$ cat src/sv/assert_macros.svh
// assertion macros shared by the disc id block
// no dependencies; the bodies are empty when SYNTH is defined
`ifndef ASSERT_MACROS_SVH
`define ASSERT_MACROS_SVH

`ifndef SYNTH

// property checked on every rising edge outside reset
`define CDID_ASSERT(label, clk, rst_n, prop, msg) \
    label: assert property (@(posedge clk) disable iff (!rst_n) prop) else $error(msg);

// condition that must never be seen on a rising edge outside reset
`define CDID_NEVER(label, clk, rst_n, cond, msg) \
    label: assert property (@(posedge clk) disable iff (!rst_n) !(cond)) else $error(msg);

`else

`define CDID_ASSERT(label, clk, rst_n, prop, msg)
`define CDID_NEVER(label, clk, rst_n, cond, msg)

`endif

`endif

$ cat src/sv/cdid_pkg.sv
// types, widths and constants of the disc id block
// no dependencies; used by the front, back and top level files
package cdid_pkg;

    // sector arithmetic
    localparam int SECTORS_PER_SECOND = 75;
    localparam int OFFSET_SECTORS     = 2 * SECTORS_PER_SECOND;

    // field widths
    localparam int START_W   = 19;
    localparam int LENGTH_W  = 19;
    localparam int ID_W      = 32;
    localparam int TOTAL_W   = 14;
    localparam int SECS_W    = 13;
    localparam int PLAY_W    = 16;
    localparam int COUNT_W   = 8;
    localparam int DSUM_W    = 6;
    localparam int ID_SUM_W  = 8;

    // offset start and offset end sectors
    localparam int X_START_W = START_W + 1;
    localparam int X_END_W   = START_W + 2;

    // reciprocal of sectors per second, exact for any end sector value
    localparam int SEC_SHIFT = X_END_W + $clog2(SECTORS_PER_SECOND);
    localparam int unsigned SEC_RECIP =
        ((1 << SEC_SHIFT) + SECTORS_PER_SECOND - 1) / SECTORS_PER_SECOND;
    localparam int SEC_RECIP_W = $clog2(SEC_RECIP + 1);

    // reciprocal of one hundred, exact for any seconds value
    localparam int HUNDRED      = 100;
    localparam int HQ_W         = 7;
    localparam int HUND_SHIFT   = SECS_W + HQ_W;
    localparam int unsigned HUND_RECIP = ((1 << HUND_SHIFT) + HUNDRED - 1) / HUNDRED;
    localparam int HUND_RECIP_W = $clog2(HUND_RECIP + 1);

    // id byte modulus and track count ceiling
    localparam int ID_MOD    = 255;
    localparam int TRACK_MAX = 255;

    // digit sum of a two digit value
    localparam int TAB_DEPTH = 2 ** HQ_W;
    localparam int TAB_W     = 5;
    typedef logic [TAB_W-1:0] t_dsum_tab [TAB_DEPTH];

    function automatic t_dsum_tab build_dsum_tab();
        t_dsum_tab tab;
        for (int i = 0; i < TAB_DEPTH; i++) begin
            tab[i] = TAB_W'(i / 10 + i % 10);
        end
        return tab;
    endfunction

    localparam t_dsum_tab DSUM_TAB = build_dsum_tab();

    // one track after the division, as it waits for the back part
    typedef struct packed {
        logic [SECS_W-1:0]  secs;
        logic [TOTAL_W-1:0] end_secs;
        logic               last;
    } t_mid_item;

    // one result item
    typedef struct packed {
        logic [ID_W-1:0]    disc_id;
        logic [TOTAL_W-1:0] total_seconds;
    } t_result;

endpackage

$ cat src/sv/cdid_fifo.sv
// small register queue with a count, used between the block's parts
// no dependencies; the user must not push when the count equals the depth, the queue does not enforce it
module cdid_fifo #(
    parameter int WIDTH = 1,
    parameter int DEPTH = 4,
    localparam int CNT_W = $clog2(DEPTH + 1)
) (
    input  logic             i_clk,
    input  logic             i_rst_n,
    input  logic             i_push,
    input  logic [WIDTH-1:0] i_data,
    input  logic             i_pop,
    output logic [WIDTH-1:0] o_data,
    output logic             o_empty,
    output logic [CNT_W-1:0] o_count
);

    localparam int PTR_W = (DEPTH > 1) ? $clog2(DEPTH) : 1;

    logic [WIDTH-1:0] r_mem [DEPTH];
    logic [PTR_W-1:0] r_wr_ptr;
    logic [PTR_W-1:0] r_rd_ptr;
    logic [CNT_W-1:0] r_count;
    logic [PTR_W-1:0] n_wr_ptr;
    logic [PTR_W-1:0] n_rd_ptr;
    logic [CNT_W-1:0] n_count;

    // pointer wrap and occupancy
    always_comb begin
        n_wr_ptr = r_wr_ptr;
        n_rd_ptr = r_rd_ptr;
        n_count  = r_count;
        if (i_push) begin
            n_wr_ptr = (r_wr_ptr == PTR_W'(DEPTH - 1)) ? '0 : r_wr_ptr + 1'b1;
        end
        if (i_pop) begin
            n_rd_ptr = (r_rd_ptr == PTR_W'(DEPTH - 1)) ? '0 : r_rd_ptr + 1'b1;
        end
        if (i_push && !i_pop) begin
            n_count = r_count + 1'b1;
        end else if (!i_push && i_pop) begin
            n_count = r_count - 1'b1;
        end
    end

    // control registers
    always_ff @(posedge i_clk) begin
        if (!i_rst_n) begin
            r_wr_ptr <= '0;
            r_rd_ptr <= '0;
            r_count  <= '0;
        end else begin
            r_wr_ptr <= n_wr_ptr;
            r_rd_ptr <= n_rd_ptr;
            r_count  <= n_count;
        end
    end

    // storage
    always_ff @(posedge i_clk) begin
        if (i_push) begin
            r_mem[r_wr_ptr] <= i_data;
        end
    end

    assign o_data  = r_mem[r_rd_ptr];
    assign o_empty = (r_count == '0);
    assign o_count = r_count;

endmodule

$ cat src/sv/cdid_front.sv
// front part: takes track items, adds the offset and divides to seconds
// depends on cdid_pkg; feeds the middle queue through a two stage pipeline
module cdid_front #(
    parameter int QUEUE_DEPTH = 4,
    localparam int CNT_W = $clog2(QUEUE_DEPTH + 1)
) (
    input  logic                     i_clk,
    input  logic                     i_rst_n,
    input  logic                     i_push,
    input  logic [18:0]              i_track_start,
    input  logic [18:0]              i_track_length,
    input  logic                     i_is_last,
    input  logic [CNT_W-1:0]         i_mid_count,
    output logic                     o_full,
    output logic                     o_mid_push,
    output cdid_pkg::t_mid_item      o_mid_item
);

    import cdid_pkg::*;

    localparam int OCC_W    = CNT_W + 1;
    localparam int PS_W     = X_START_W + SEC_RECIP_W;
    localparam int PE_W     = X_END_W + SEC_RECIP_W;

    logic                 w_accept;
    logic [OCC_W-1:0]     w_occupancy;
    logic                 r_v1;
    logic                 r_v2;
    logic [X_START_W-1:0] n_x_start;
    logic [X_END_W-1:0]   n_x_end;
    logic [X_START_W-1:0] r_x_start;
    logic [X_END_W-1:0]   r_x_end;
    logic                 r_last1;
    logic [PS_W-1:0]      w_prod_start;
    logic [PE_W-1:0]      w_prod_end;
    logic [SECS_W-1:0]    r_secs;
    logic [TOTAL_W-1:0]   r_end_secs;
    logic                 r_last2;

    // room check counts items still in the pipeline
    assign w_occupancy = OCC_W'(i_mid_count) + OCC_W'(r_v1) + OCC_W'(r_v2);
    assign o_full      = (w_occupancy >= OCC_W'(QUEUE_DEPTH));
    assign w_accept    = i_push && !o_full;

    // two second offset on start and on end
    assign n_x_start = X_START_W'(i_track_start) + X_START_W'(OFFSET_SECTORS);
    assign n_x_end   = X_END_W'(i_track_start) + X_END_W'(i_track_length)
                     + X_END_W'(OFFSET_SECTORS);

    // divide by sectors per second through the reciprocal
    assign w_prod_start = PS_W'(r_x_start) * PS_W'(SEC_RECIP);
    assign w_prod_end   = PE_W'(r_x_end) * PE_W'(SEC_RECIP);

    // stage valid bits
    always_ff @(posedge i_clk) begin
        if (!i_rst_n) begin
            r_v1 <= 1'b0;
            r_v2 <= 1'b0;
        end else begin
            r_v1 <= w_accept;
            r_v2 <= r_v1;
        end
    end

    // stage payload
    always_ff @(posedge i_clk) begin
        r_x_start  <= n_x_start;
        r_x_end    <= n_x_end;
        r_last1    <= i_is_last;
        r_secs     <= w_prod_start[SEC_SHIFT +: SECS_W];
        r_end_secs <= w_prod_end[SEC_SHIFT +: TOTAL_W];
        r_last2    <= r_last1;
    end

    assign o_mid_push          = r_v2;
    assign o_mid_item.secs     = r_secs;
    assign o_mid_item.end_secs = r_end_secs;
    assign o_mid_item.last     = r_last2;

endmodule

$ cat src/sv/cdid_back.sv
// back part: digit sum of the seconds, accumulation and result building
// depends on cdid_pkg; pops the middle queue and pushes the result queue
module cdid_back #(
    parameter int OUT_DEPTH = 4,
    localparam int OUT_CNT_W = $clog2(OUT_DEPTH + 1)
) (
    input  logic                   i_clk,
    input  logic                   i_rst_n,
    input  logic                   i_mid_empty,
    input  cdid_pkg::t_mid_item    i_mid_item,
    input  logic [OUT_CNT_W-1:0]   i_out_count,
    output logic                   o_mid_pop,
    output logic                   o_out_push,
    output cdid_pkg::t_result      o_result
);

    import cdid_pkg::*;

    localparam int OCC_W  = OUT_CNT_W + 1;
    localparam int PH_W   = SECS_W + HUND_RECIP_W;
    localparam int RAW_W  = ID_SUM_W + 1;

    logic [OCC_W-1:0]    w_occupancy;
    logic [PH_W-1:0]     w_prod_hund;
    logic                r1_valid;
    logic [SECS_W-1:0]   r1_secs;
    logic [TOTAL_W-1:0]  r1_end;
    logic                r1_last;
    logic [HQ_W-1:0]     r1_q100;
    logic [SECS_W-1:0]   w_hund_part;
    logic [SECS_W-1:0]   w_rem;
    logic [DSUM_W-1:0]   n2_dsum;
    logic                r2_valid;
    logic [SECS_W-1:0]   r2_secs;
    logic [TOTAL_W-1:0]  r2_end;
    logic                r2_last;
    logic [DSUM_W-1:0]   r2_dsum;
    logic [ID_SUM_W-1:0] r_digit_sum;
    logic [SECS_W-1:0]   r_first;
    logic [COUNT_W-1:0]  r_tracks;
    logic [RAW_W-1:0]    w_sum_raw;
    logic [ID_SUM_W-1:0] w_sum;
    logic [SECS_W-1:0]   w_first;
    logic [COUNT_W-1:0]  w_count;
    logic [PLAY_W-1:0]   w_play;

    // pop only when the result queue has room for everything in flight
    assign w_occupancy = OCC_W'(i_out_count) + OCC_W'(r1_valid) + OCC_W'(r2_valid);
    assign o_mid_pop   = !i_mid_empty && (w_occupancy < OCC_W'(OUT_DEPTH));

    // seconds divided by one hundred
    assign w_prod_hund = PH_W'(i_mid_item.secs) * PH_W'(HUND_RECIP);

    // remainder by one hundred, then two table lookups
    assign w_hund_part = SECS_W'(r1_q100) * SECS_W'(HUNDRED);
    assign w_rem       = r1_secs - w_hund_part;
    assign n2_dsum     = DSUM_W'(DSUM_TAB[r1_q100]) + DSUM_W'(DSUM_TAB[w_rem[HQ_W-1:0]]);

    // stage valid bits
    always_ff @(posedge i_clk) begin
        if (!i_rst_n) begin
            r1_valid <= 1'b0;
            r2_valid <= 1'b0;
        end else begin
            r1_valid <= o_mid_pop;
            r2_valid <= r1_valid;
        end
    end

    // stage payload
    always_ff @(posedge i_clk) begin
        r1_secs <= i_mid_item.secs;
        r1_end  <= i_mid_item.end_secs;
        r1_last <= i_mid_item.last;
        r1_q100 <= w_prod_hund[HUND_SHIFT +: HQ_W];
        r2_secs <= r1_secs;
        r2_end  <= r1_end;
        r2_last <= r1_last;
        r2_dsum <= n2_dsum;
    end

    // running digit sum mod 255, first track seconds, saturating count
    assign w_sum_raw = RAW_W'(r_digit_sum) + RAW_W'(r2_dsum);
    assign w_sum     = (w_sum_raw >= RAW_W'(ID_MOD)) ? ID_SUM_W'(w_sum_raw - RAW_W'(ID_MOD))
                                                     : ID_SUM_W'(w_sum_raw);
    assign w_first   = (r_tracks == '0) ? r2_secs : r_first;
    assign w_count   = (r_tracks == COUNT_W'(TRACK_MAX)) ? r_tracks : r_tracks + 1'b1;
    assign w_play    = PLAY_W'(r2_end) - PLAY_W'(w_first);

    // disc state, cleared after each result
    always_ff @(posedge i_clk) begin
        if (!i_rst_n) begin
            r_digit_sum <= '0;
            r_first     <= '0;
            r_tracks    <= '0;
        end else if (r2_valid) begin
            if (r2_last) begin
                r_digit_sum <= '0;
                r_first     <= '0;
                r_tracks    <= '0;
            end else begin
                r_digit_sum <= w_sum;
                r_first     <= w_first;
                r_tracks    <= w_count;
            end
        end
    end

    assign o_out_push             = r2_valid && r2_last;
    assign o_result.disc_id       = {w_sum, w_play, w_count};
    assign o_result.total_seconds = r2_end;

endmodule

$ cat src/sv/cddb_disc_id.sv
// top level of the disc id block: front, middle queue, back, result queue
// depends on cdid_pkg, cdid_fifo, cdid_front, cdid_back and assert_macros.svh
//
//  port group   direction  handshake           payload
//  track in     input      push / full         i_track_start, i_track_length, i_is_last
//  result out   output     empty / pop         o_disc_id, o_total_seconds
//
// one track item can be taken every cycle while full is low; once its last track
// is taken, a result item passes the two divider stages, the middle queue and the
// two digit sum stages, then the result queue, before it shows on the output
// full rises when the middle queue and the divider stages hold MID_DEPTH items
// a stalled result side fills the result queue, then the middle queue, then full
// synchronous active low reset empties both queues and clears the disc state
`include "assert_macros.svh"

module cddb_disc_id #(
    parameter int MID_DEPTH = 4,
    parameter int OUT_DEPTH = 4
) (
    input  logic        i_clk,
    input  logic        i_rst_n,
    input  logic        push,
    output logic        full,
    input  logic [18:0] i_track_start,
    input  logic [18:0] i_track_length,
    input  logic        i_is_last,
    output logic        empty,
    input  logic        pop,
    output logic [31:0] o_disc_id,
    output logic [13:0] o_total_seconds
);

    import cdid_pkg::*;

    localparam int MID_CNT_W = $clog2(MID_DEPTH + 1);
    localparam int OUT_CNT_W = $clog2(OUT_DEPTH + 1);
    localparam int MID_W     = $bits(t_mid_item);
    localparam int OUT_W     = $bits(t_result);

    logic                 w_mid_push;
    t_mid_item            w_mid_in;
    logic [MID_W-1:0]     w_mid_out_bits;
    t_mid_item            w_mid_out;
    logic                 w_mid_empty;
    logic [MID_CNT_W-1:0] w_mid_count;
    logic                 w_mid_pop;
    logic                 w_out_push;
    t_result              w_out_in;
    logic [OUT_W-1:0]     w_out_bits;
    t_result              w_out_item;
    logic [OUT_CNT_W-1:0] w_out_count;

    // front part
    cdid_front #(
        .QUEUE_DEPTH (MID_DEPTH)
    ) u_front (
        .i_clk          (i_clk),
        .i_rst_n        (i_rst_n),
        .i_push         (push),
        .i_track_start  (i_track_start),
        .i_track_length (i_track_length),
        .i_is_last      (i_is_last),
        .i_mid_count    (w_mid_count),
        .o_full         (full),
        .o_mid_push     (w_mid_push),
        .o_mid_item     (w_mid_in)
    );

    // queue between front and back
    cdid_fifo #(
        .WIDTH (MID_W),
        .DEPTH (MID_DEPTH)
    ) u_mid_fifo (
        .i_clk   (i_clk),
        .i_rst_n (i_rst_n),
        .i_push  (w_mid_push),
        .i_data  (w_mid_in),
        .i_pop   (w_mid_pop),
        .o_data  (w_mid_out_bits),
        .o_empty (w_mid_empty),
        .o_count (w_mid_count)
    );

    assign w_mid_out = t_mid_item'(w_mid_out_bits);

    // back part
    cdid_back #(
        .OUT_DEPTH (OUT_DEPTH)
    ) u_back (
        .i_clk       (i_clk),
        .i_rst_n     (i_rst_n),
        .i_mid_empty (w_mid_empty),
        .i_mid_item  (w_mid_out),
        .i_out_count (w_out_count),
        .o_mid_pop   (w_mid_pop),
        .o_out_push  (w_out_push),
        .o_result    (w_out_in)
    );

    // result queue
    cdid_fifo #(
        .WIDTH (OUT_W),
        .DEPTH (OUT_DEPTH)
    ) u_out_fifo (
        .i_clk   (i_clk),
        .i_rst_n (i_rst_n),
        .i_push  (w_out_push),
        .i_data  (w_out_in),
        .i_pop   (pop && !empty),
        .o_data  (w_out_bits),
        .o_empty (empty),
        .o_count (w_out_count)
    );

    assign w_out_item      = t_result'(w_out_bits);
    assign o_disc_id       = w_out_item.disc_id;
    assign o_total_seconds = w_out_item.total_seconds;

    // queue room and pop checks
    `CDID_ASSERT(a_mid_room, i_clk, i_rst_n, w_mid_push |-> (w_mid_count < MID_CNT_W'(MID_DEPTH)), "middle queue written while full")
    `CDID_ASSERT(a_out_room, i_clk, i_rst_n, w_out_push |-> (w_out_count < OUT_CNT_W'(OUT_DEPTH)), "result queue written while full")
    `CDID_NEVER(a_mid_pop_empty, i_clk, i_rst_n, w_mid_pop && w_mid_empty, "middle queue popped while empty")

endmodule

$ cat config.mk
export PLATFORM = sky130hd
export DESIGN_NAME = cddb_disc_id
export DESIGN_NICKNAME = d
export VERILOG_FILES = /design/src/sv/cdid_pkg.sv /design/src/sv/cdid_fifo.sv /design/src/sv/cdid_front.sv /design/src/sv/cdid_back.sv /design/src/sv/cddb_disc_id.sv
export VERILOG_INCLUDE_DIRS = /design/src /design/src/sv
export SDC_FILE = /design/constraint.sdc
export NUM_CORES = 1
export LEC_CHECK = 0
export BUFFER_PORTS_ARGS = -buffer_cell sky130_fd_sc_hd__buf_2
export CAP_MARGIN = 20
export CORE_ASPECT_RATIO = 0.8
export CORE_UTILIZATION = 53
export CTS_CLUSTER_DIAMETER = 60
export DETAILED_ROUTE_END_ITERATION = 7
export PLACE_DENSITY = 0.68
export SLEW_MARGIN = 20
export SYNTH_ARGS = -nofsm -noshare
export SYNTH_HDL_FRONTEND = slang
export SYNTH_SLANG_ARGS = --single-unit
$ cat constraint.sdc
create_clock -name i_clk -period 9.2 [get_ports i_clk]
set_input_delay 1.38 -clock i_clk [delete_from_list [all_inputs] [get_ports i_clk]]
set_output_delay 1.38 -clock i_clk [all_outputs]
set_load 0.03 [all_outputs]
==> results of run 1 <==
==> layout make-up <==
type                       count  area share (%)
antenna                        1        0.006578
tap                          850           2.796
sequential                   482           33.06
multi-input combinational   1776           52.28
inverter                     634           6.256
clock buffer                  60           3.296
clock inverter                25          0.8650
timing repair buffer         103           1.441
==> routing by layer <==
| layer | wire length [um] | part of all wire, % |
|---|---|---|
| met5 | 0 | 0 |
| met4 | 842 | 1.2 |
| met1 | 31840 | 47 |
| met3 | 3508 | 5.1 |
| met2 | 32160 | 47 |
==> cells by family after synthesis <==
family | count (synthesis) | share of synthesized area [%]
flip-flops | 482 | 35.89
adder cells (fa/ha/maj) | 808 | 35.71
multiplexers | 105 | 5.657
AND/OR/NAND/NOR | 378 | 5.411
XOR/XNOR | 126 | 3.246
AO/OA/AOI/OAI | 359 | 6.721
buffers and inverters | 686 | 7.364
==> final timing paths <==
| path | from | end | cells after the start |
|---|---|---|---|
| min | u_back.r1_secs[8]$_DFF_P_ | u_back.r2_secs[8]$_DFF_P_ | 0 |
| max reg2reg | u_front.r_x_start[14]$_DFF_P_ | u_front.r_secs[11]$_DFF_P_ | 21 |
| max | u_front.r_x_start[14]$_DFF_P_ | u_front.r_secs[11]$_DFF_P_ | 21 |
| min reg2reg | u_back.r1_secs[8]$_DFF_P_ | u_back.r2_secs[8]$_DFF_P_ | 0 |
==> synthesized netlist by cell type, types with 4 or more instances <==
library cell  instances  area [um^2]
a211o_1               6        52.55
a211oi_1             20        150.1
a21boi_0              6        45.04
a21o_1               43        322.8
a21oi_1             107        535.5
a22o_1                9        78.83
a22oi_1              10        75.07
a31oi_1               7        43.79
and2_1               14        87.58
and3_1               15        93.84
buf_1                 6        22.52
clkbuf_1             44        165.2
dfxtp_1             190         3804
edfxtp_1            292         8768
fa_1                320         6406
ha_1                488         6106
inv_1               631         2369
mux2_2                4        45.04
mux2i_1              27        270.3
mux4_2               74         1667
nand2_1              94        352.8
nand2b_1             16        100.1
nand3_1              37        185.2
nand4_1              11        68.82
nor2_1               88        330.3
nor2b_1              37        231.5
nor3_1               30        150.1
o211ai_1             15        112.6
o21a_1               17        127.6
o21ai_0              56        280.3
o21ai_1               8        40.04
o21bai_1              7        52.55
o221ai_1              4        35.03
o22ai_1               4        25.02
o311ai_0              5        43.79
o31ai_1               4        30.03
or3_1                12        75.07
xnor2_1              82        718.2
xor2_1               41        359.1
==> registers in the layout (all words and copies together) (netlist names), 14 cells and up, named ones only <==
name                cells
u_mid_fifo.r_mem      112
u_out_fifo.r_mem      180
u_front.r_x_end        21
u_front.r_x_start      20
u_front.r_end_secs     14
u_back.r2_end          14
u_back.r1_end          14
==> metrics by stage <==
step | area, um^2 | hold WS (ns)
floorplan | 35030 | 0.3096
global placement | 36460 | 0.3143
detailed placement | 36460 | 0.3143
CTS | 38040 | 0.3287
global route | 38040 | 0.3359
finish | 38040 | 0.3266
==> worst reg2reg max path, stage by stage (launching register included) <==
cell and delay (ns):
dfxtp_1 0.47, inv_1 0.21, fa_1 0.53, fa_1 0.51, inv_1 0.05, fa_1 0.46
fa_1 0.49, inv_1 0.05, fa_1 0.52, inv_1 0.04, ha_1 0.31, ha_1 0.30
ha_1 0.34, a211o_1 0.29, a21oi_1 0.15, o21ai_0 0.14, a311oi_1 0.45, a211o_1 0.25
a211oi_1 0.11, or3_1 0.39, a21oi_1 0.21, xnor2_1 0.14
==> qor.yml, run 1 <==
status: "finished, final reports clean"
worst-setup-path-type: "reg2reg"
cts-buffers-inserted: 46
start_kind: "flop"
ys.flop_type: "edfxtp_1"
min_path_type: "reg2reg"
hold_violations: 0
path_cells: "inv_1 > fa_1 > fa_1 > inv_1 > fa_1 > fa_1 > inv_1 > fa_1 > inv_1 > ha_1 > ha_1 > ha_1 > a211o_1 > a21oi_1 > o21ai_0 > a311oi_1 > a211o_1 > a211oi_1 > or3_1 > a21oi_1 > xnor2_1"
chipWidth_um: 289.5
vias: 20960
cts_setup_buffers: 0
syn_nets: 3795
drive_above_1_share_pct: 9.188
antenna_found_initial: 0
multi_input_area_um2: 19890
regArea_um2: 12580
wl_per_cell_um: 17.39
ios: 91
drcViolationCount: 0
clockBufferDepth: 3
detailed_place_hpwl_mm: 54.37
crit_buf_inv: 4
finClkSkew_ns: 0.01641
maxCapViolations: 0
grt_overflow_total: 0
cts_hold_buf: 0
finalSetupTns_ns: 0
grt_pass1_wl_mm: 113.0
final_common_cell: "inv_1"
async_flop_share_pct: 0
htree_num_levels: 2
nets: 3894
met2_usage_pct: 35.46
post-place-ws_ns: 2.705
clock_latency_ns: 0.59
syn_avg_cell_area_um2: 11.90
slowest_delay_ns: 0.53
clk_pin_slew_ns: 0.06
arrival_ns: 7.00
worstPathRequired_ns: 9.71
grt_max_degree: 46
met1_usage_pct: 29.07
yosysUniqueCellTypes: 80
ys_ff_latch: 482
cp_max_fo: 5
clockRootBuffer: "clkbuf_16"
cts.sinks: 482
area_growth_pct: 8.586
placed_cells: 3845
fmax_mhz: 154.1
max_slew_margin_pct: 31.61
firstDrtPassIters: 5
drt_iter0_drc: 1148
cp_common_cell: "fa_1"
finalWirelength_mm: 68.35
crit_slowest_cell: "fa_1"
syn-cell-area_um2: 35030
final.min_clock_period_ns: 6.490
gp_congestion: 0.9037
slew_violations: 0
rows: 83
core_area_um2: 64800
io_buffers: 90
finalSetupViolCount: 0
synthCells: 2944
crit_family: "adder cells"
crit_path_end_kind: "flop"
synth_edf_count: 292
initial_utilization_pct: 54.06
grt_use_total_pct: 21.18
grt.busiest_layer: "met2"
final_cells: 3931
fillers: 5244
grt_use_met3_pct: 3.821
setup_ws_ns: 2.710
viasPerCell: 5.332
finalCritPeriodShare_pct: 70.55
ys_seq_area_share_pct: 35.89
grt_pass1_vias: 22260
die_area_um2: 67140
yosys_warnings: 0
reg2reg_setup_slack_ns: 2.71
final_util_pct: 58.70
detail-route-antenna-nets: 0
rsz0062_at_grt: "false"
die_h_um: 232.0
cts_tree: "built"
tightest_slew_ns: 1.024
post_cts_resized: 0
layout_common_cells: "inv_1, ha_1, fa_1"
Power of run 1 is not shown: default switching activity piles up to over one toggle a cycle in this logic, so the estimate is an artifact.
==> run 2, diff against run 1 <==
Clock period 9.2 ns to 6.16 ns, I/O delays scaled along.
==> run 2 against run 1 <==
Compared with the run above: count of clock-buffer cells in the layout increased by 1; worst hold slack improved by 0.0012 ns; cell count increased by 1.9%; global-route usage decreased by 0.16 points; critical path depth unchanged; clock skew increased by 0.0080 ns; flip-flop and latch count unchanged; maximum frequency increased by 9.3%; final area increased by 2.1%; die area unchanged; first-iteration DRC count increased by 7.2%; highest routed layer unchanged.
==> qor.yml, run 2 (synthesis gave the netlist of run 1 again) <==
clk_pin_slew_ns: 0.07  # about the same
cp_common_cell: "fa_1"
crit_start: "u_front.r_x_end[12]$_DFF_P_"
hold-worst-slack_ns: 0.3279  # +0.001230 ns
area_growth_pct: 10.84
final.min_clock_period_ns: 5.940  # -0.5506 ns
core_area_um2: 64800  # unchanged
finalCritPeriodShare_pct: 96.43  # +26 points
firstDrtPassIters: 5  # unchanged
detail-route-antenna-nets: 0  # unchanged
status: "finished, final reports clean"
final_common_cell: "inv_1"
antennaDiodeCount: 0  # -1
fmax_mhz: 168.4  # +9.3%
slew_violations: 0  # unchanged
cts-buffers-inserted: 49  # +6.5%
grt_overflow_total: 0  # unchanged
clockBufferDepth: 3  # unchanged
endpoint: "u_front.r_end_secs[13]$_DFF_P_"
wl_per_cell_um: 17.01  # -2.2%
top_register: "u_out_fifo.r_mem"
finClkSkew_ns: 0.02443  # +0.008016 ns
crit_path_end_kind: "flop"
max_slew_margin_pct: 31.71  # +0.096 points
grt_pass1_wl_mm: 113.1  # +0.11%
finalWirelength_mm: 68.12  # -0.35%
cts_hold_buf: 0  # unchanged
tightest_slew_ns: 1.023  # -0.001435 ns
setup_ws_ns: 0.2201  # -2.489 ns
drt_iter0_drc: 1231  # +7.2%
die_area_um2: 67140  # unchanged
min_path_type: "reg2reg"
htree_num_levels: 2  # unchanged
post-place-ws_ns: -0.2044  # -2.909 ns
vias: 21140  # +0.87%
ios: 91  # unchanged
cts_tree: "built"
reg2reg_setup_slack_ns: 0.22  # -2.49 ns
nets: 3964  # +1.8%
r2r_cells: 21  # unchanged
die_h_um: 232.0  # unchanged
crit_family: "adder cells"
start_kind: "flop"
arrival_ns: 6.45  # -0.55 ns
drive_above_1_share_pct: 12.87  # +3.7 points
antenna_found_initial: 0  # unchanged
slowest_delay_ns: 0.55  # +0.02 ns
grt_use_total_pct: 21.02  # -0.16 points
hold_violations: 0  # unchanged
cp_max_fo: 4  # -1
grt_pass1_vias: 22350  # +0.40%
cts.sinks: 482  # unchanged
worstPathRequired_ns: 6.67  # -3.04 ns
io_buffers: 90  # unchanged
rows: 83  # unchanged
worst-setup-path-type: "reg2reg"
grt_max_degree: 46  # unchanged
top_regs: "u_out_fifo.r_mem x180, u_mid_fifo.r_mem x112, u_front.r_x_end x21"
finalSetupViolCount: 0  # unchanged
largest_reg_flops: 180  # unchanged
viasPerCell: 5.280  # -0.97%
clockRootBuffer: "clkbuf_16"
initial_utilization_pct: 54.06  # unchanged
drcViolationCount: 0  # unchanged
layout_common_cells: "inv_1, ha_1, fa_1"
detailed_place_hpwl_mm: 54.34  # about the same
chipWidth_um: 289.5  # unchanged
clock_latency_ns: 0.61  # +0.02 ns
crit_slowest_cell: "or4_4"
crit_buf_inv: 5  # +1
cp.depth: 21  # unchanged
r2r-end: "u_front.r_end_secs[13]$_DFF_P_"
maxCapViolations: 0  # unchanged
reg2reg_from: "u_front.r_x_end[12]$_DFF_P_"
gp_congestion: 0.9326  # +3.2%
rsz0062_at_grt: "true"
path_cells: "inv_2 > fa_1 > fa_1 > inv_1 > fa_1 > fa_1 > fa_1 > ha_1 > inv_1 > fa_1 > inv_1 > ha_1 > nand3_1 > or4_4 > o211ai_1 > buf_4 > a31oi_1 > o21ai_2 > nor4_1 > nor3_1 > xnor2_1"
-- run 2: changes by cell type in the layout (fill, tap and decap cells not counted), sizes merged --
cell / delta
buf: +67
clkinvlp: +1
inv: +1
clkbuf: +1
diode: -1
bufinv: -1
clkinv: +5
-- run 2: what timing repair did --
item / in CTS / in global routing
pin swaps: 1 / 24
endpoints found under the setup margin: 9 / 15
buffers inserted: 1 / 6
resized for setup: 5 / 52
-- run 2: layer usage --
metal	share of wire, %	wire length [um]	vias to the layer above	track usage (%)
li1	-	-	10270	-
met1	48	32800	10390	29.68
met2	47	31780	421	34.96
met3	3.9	2623	65	2.682
met4	1.3	904	0	3.964
met5	0	0	-	0
-- run 2: cell type report --
type | instances | area, um^2
clock inverters | 31 | 361.6
inverters | 634 | 2387
flip-flops and latches | 482 | 12600
repair buffers | 170 | 1076
well taps | 850 | 1064
clock buffers | 61 | 1344
multi-input cells | 1776 | 20000
fillers | 5187 | 25970
-- run 2: worst min-delay path by stage --
| stage | from | to | slack [ns] | cells after the start |
|---|---|---|---|---|
| after floorplan | u_back.r1_end[0]$_DFF_P_ | u_back.r2_end[0]$_DFF_P_ | 0.31 | 0 |
| after global placement | u_back.r1_end[13]$_DFF_P_ | u_back.r2_end[13]$_DFF_P_ | 0.31 | 0 |
| after detailed placement | u_back.r1_secs[7]$_DFF_P_ | u_back.r2_secs[7]$_DFF_P_ | 0.32 | 0 |
| after CTS | u_back.r1_secs[7]$_DFF_P_ | u_back.r2_secs[7]$_DFF_P_ | 0.33 | 0 |
| after global routing | u_back.r1_end[6]$_DFF_P_ | u_back.r2_end[6]$_DFF_P_ | 0.34 | 0 |
| final | u_back.r1_secs[7]$_DFF_P_ | u_back.r2_secs[7]$_DFF_P_ | 0.33 | 0 |
-- run 2: stage by stage --
step | setup TNS [ns] | utilization (%) | area, um^2 | instances
floorplan | 0 | - | 35040 | 2944
global placement | -0.04305 | 56.99 | 36930 | 3905
detailed placement | -0.9365 | 56.99 | 36930 | 3905
CTS | 0 | 59.66 | 38660 | 3998
global route | -0.04367 | 59.92 | 38830 | 4004
finish | 0 | 59.92 | 38830 | 4004
-- run 2: worst reg2reg max path: cells and delay by family, from the launching register on --
family          cells  cell delay [ns]
fa+ha+maj           8             3.56
simple gates        4             0.92
compound gates      3             0.53
flops               1             0.37
buf+inv             5             0.36
xor+xnor            1             0.14
Power of run 2 is left out for the same reason.
==> run 3, diff against run 2 <==
Settings changed: PLACE_DENSITY 0.68 to 0.76.
Clock period 6.16 ns to 7.4 ns, I/O delays scaled along.
==> run 3 against run 2 <==
Compared with the run above: via count down 0.14%; sequential share of layout area up 0.61 points; cell count shrank 1.6%; clock skew increased by 0.0067 ns; worst hold slack hardly changed; register-to-register slack better by 0.72 ns.
==> qor.yml, run 3 (synthesis gave the netlist of run 1 again) <==
final_cells: 3938  # -1.6%
grt.busiest_layer: "met2"
rsz0062_at_grt: "false"
clk_pin_slew_ns: 0.06  # about the same
chipWidth_um: 289.5  # unchanged
finalCritPeriodShare_pct: 87.33  # -9.1 points
grt_pass1_wl_mm: 113.9  # +0.77%
die_area_um2: 67140  # unchanged
cp_max_fo: 6  # +2
initial_utilization_pct: 54.06  # unchanged
core_area_um2: 64800  # unchanged
grt_use_met3_pct: 3.006  # +0.32 points
final_common_cell: "inv_1"
vias: 21110  # -0.14%
maxCapViolations: 0  # unchanged
cp_common_cell: "fa_1"
gp_congestion: 0.9147  # -1.9%
final.min_clock_period_ns: 6.462  # +0.5224 ns
status: "finished, final reports clean"
layout_common_cells: "inv_1, ha_1, fa_1"
top_regs: "u_out_fifo.r_mem x180, u_mid_fifo.r_mem x112, u_front.r_x_end x21"
slew_violations: 0  # unchanged
area_growth_pct: 8.614
crit_path_end_kind: "flop"
worst-setup-path-type: "reg2reg"
drcViolationCount: 0  # unchanged
finalSetupTns_ns: 0  # unchanged
met2_usage_pct: 35.64  # +0.67 points
worstPathRequired_ns: 7.92  # +1.25 ns
path_cells: "inv_1 > fa_1 > fa_1 > inv_1 > fa_1 > fa_1 > fa_1 > ha_1 > inv_1 > fa_1 > inv_1 > ha_1 > nand3_1 > or4_1 > o211ai_1 > a31oi_1 > o21ai_1 > nor4_1 > nor3_1 > xnor2_1"
post_cts_resized: 0  # -5
grt_pass1_vias: 22580  # +1.0%
placed_cells: 3849  # -1.4%
max_slew_margin_pct: 30.88  # -0.83 points
io_buffers: 90  # unchanged
slowest_delay_ns: 0.56  # about the same
clockBufferDepth: 3  # unchanged
tightest_slew_ns: 1.035  # +0.01240 ns
ios: 91  # unchanged
start_kind: "flop"
crit_slowest_cell: "or4_1"
cts_tree: "built"
grt_use_total_pct: 21.13  # +0.11 points
rows: 83  # unchanged
top_register: "u_out_fifo.r_mem"
antennaDiodeCount: 0  # unchanged
finClkSkew_ns: 0.03118  # +0.006748 ns
nets: 3900  # -1.6%
drt_iter0_drc: 1556  # +26%
cts-buffers-inserted: 48  # -2.0%
met1_usage_pct: 28.87  # -0.81 points
final_util_pct: 58.72  # -1.2 points
firstDrtPassIters: 6  # +1
hold-worst-slack_ns: 0.3277  # -0.0001280 ns
viasPerCell: 5.361  # +1.5%
wl_per_cell_um: 17.32  # +1.8%
drive_above_1_share_pct: 9.197  # -3.7 points
grt_overflow_total: 0  # unchanged
hold_violations: 0  # unchanged
fmax_mhz: 154.7  # -8.1%
cts.sinks: 482  # unchanged
detailed_place_hpwl_mm: 54.31  # about the same
largest_reg_flops: 180  # unchanged
finalWirelength_mm: 68.21  # +0.14%
cts_setup_buffers: 0  # -1
finalSetupViolCount: 0  # unchanged
arrival_ns: 6.99  # +0.54 ns
antenna_found_initial: 1  # +1
cts_hold_buf: 0  # unchanged
htree_num_levels: 2  # unchanged
min_path_type: "reg2reg"
fillers: 5140  # -0.91%
clockRootBuffer: "clkbuf_16"
detail-route-antenna-nets: 0  # unchanged
die_h_um: 232.0  # unchanged
grt_max_degree: 46  # unchanged
clock_latency_ns: 0.61  # about the same
==> run 3: cell types whose count changed in the layout (fill, tap and decap cells not counted), sizes merged <==
cell	before	now
inv	635	634
buf	170	107
clkinv	22	26
bufinv	3	1
clkinvlp	5	1
==> run 3: path summary, 6_finish.rpt <==
check	from	to	slack (ns)	cells past startpoint
min	u_back.r1_end[12]$_DFF_P_	u_back.r2_end[12]$_DFF_P_	0.33	0
min reg2reg	u_back.r1_end[12]$_DFF_P_	u_back.r2_end[12]$_DFF_P_	0.33	0
max reg2reg	u_front.r_x_end[8]$_DFF_P_	u_front.r_end_secs[13]$_DFF_P_	0.94	20
max	u_front.r_x_end[8]$_DFF_P_	u_front.r_end_secs[13]$_DFF_P_	0.94	20
==> run 3: layer usage <==
layer	wire, um	vias up	part of all wire (%)
met5	0	-	0
met4	1203	0	1.8
met3	3344	82	4.9
met2	32410	511	48
met1	31250	10390	46
li1	-	10130	-
==> run 3: metrics by stage <==
stage          area [um^2]  setup WS (ns)
6_report             38050         0.9378
5_1_grt              38050         0.6142
4_1_cts              38050         0.9052
3_5_place_dp         36480         0.9137
3_3_place_gp         36480          1.068
2_1_floorplan        35030         0.9366
==> run 3: area by class of cell <==
type	count	area [um^2]	share of cell area, %
clock buffer	61	1280	3.364
clock inverter	28	287.8	0.7563
inverter	634	2380	6.254
multi-input combinational	1776	19890	52.26
sequential	482	12580	33.05
tap	850	1064	2.795
timing repair buffer	107	578.1	1.519
==> run 3: critical path: cells and delay by family, from the launching register on <==
| family | cells | cell delay [ns] |
|---|---|---|
| buffers and inverters | 4 | 0.33 |
| AOI/OAI and AO/OA | 3 | 0.87 |
| adders and majority gates | 8 | 3.57 |
| xor gates and xnor gates | 1 | 0.14 |
| and+or+nand+nor | 4 | 0.96 |
| DFF | 1 | 0.52 |
Power of run 3 is left out for the same reason.
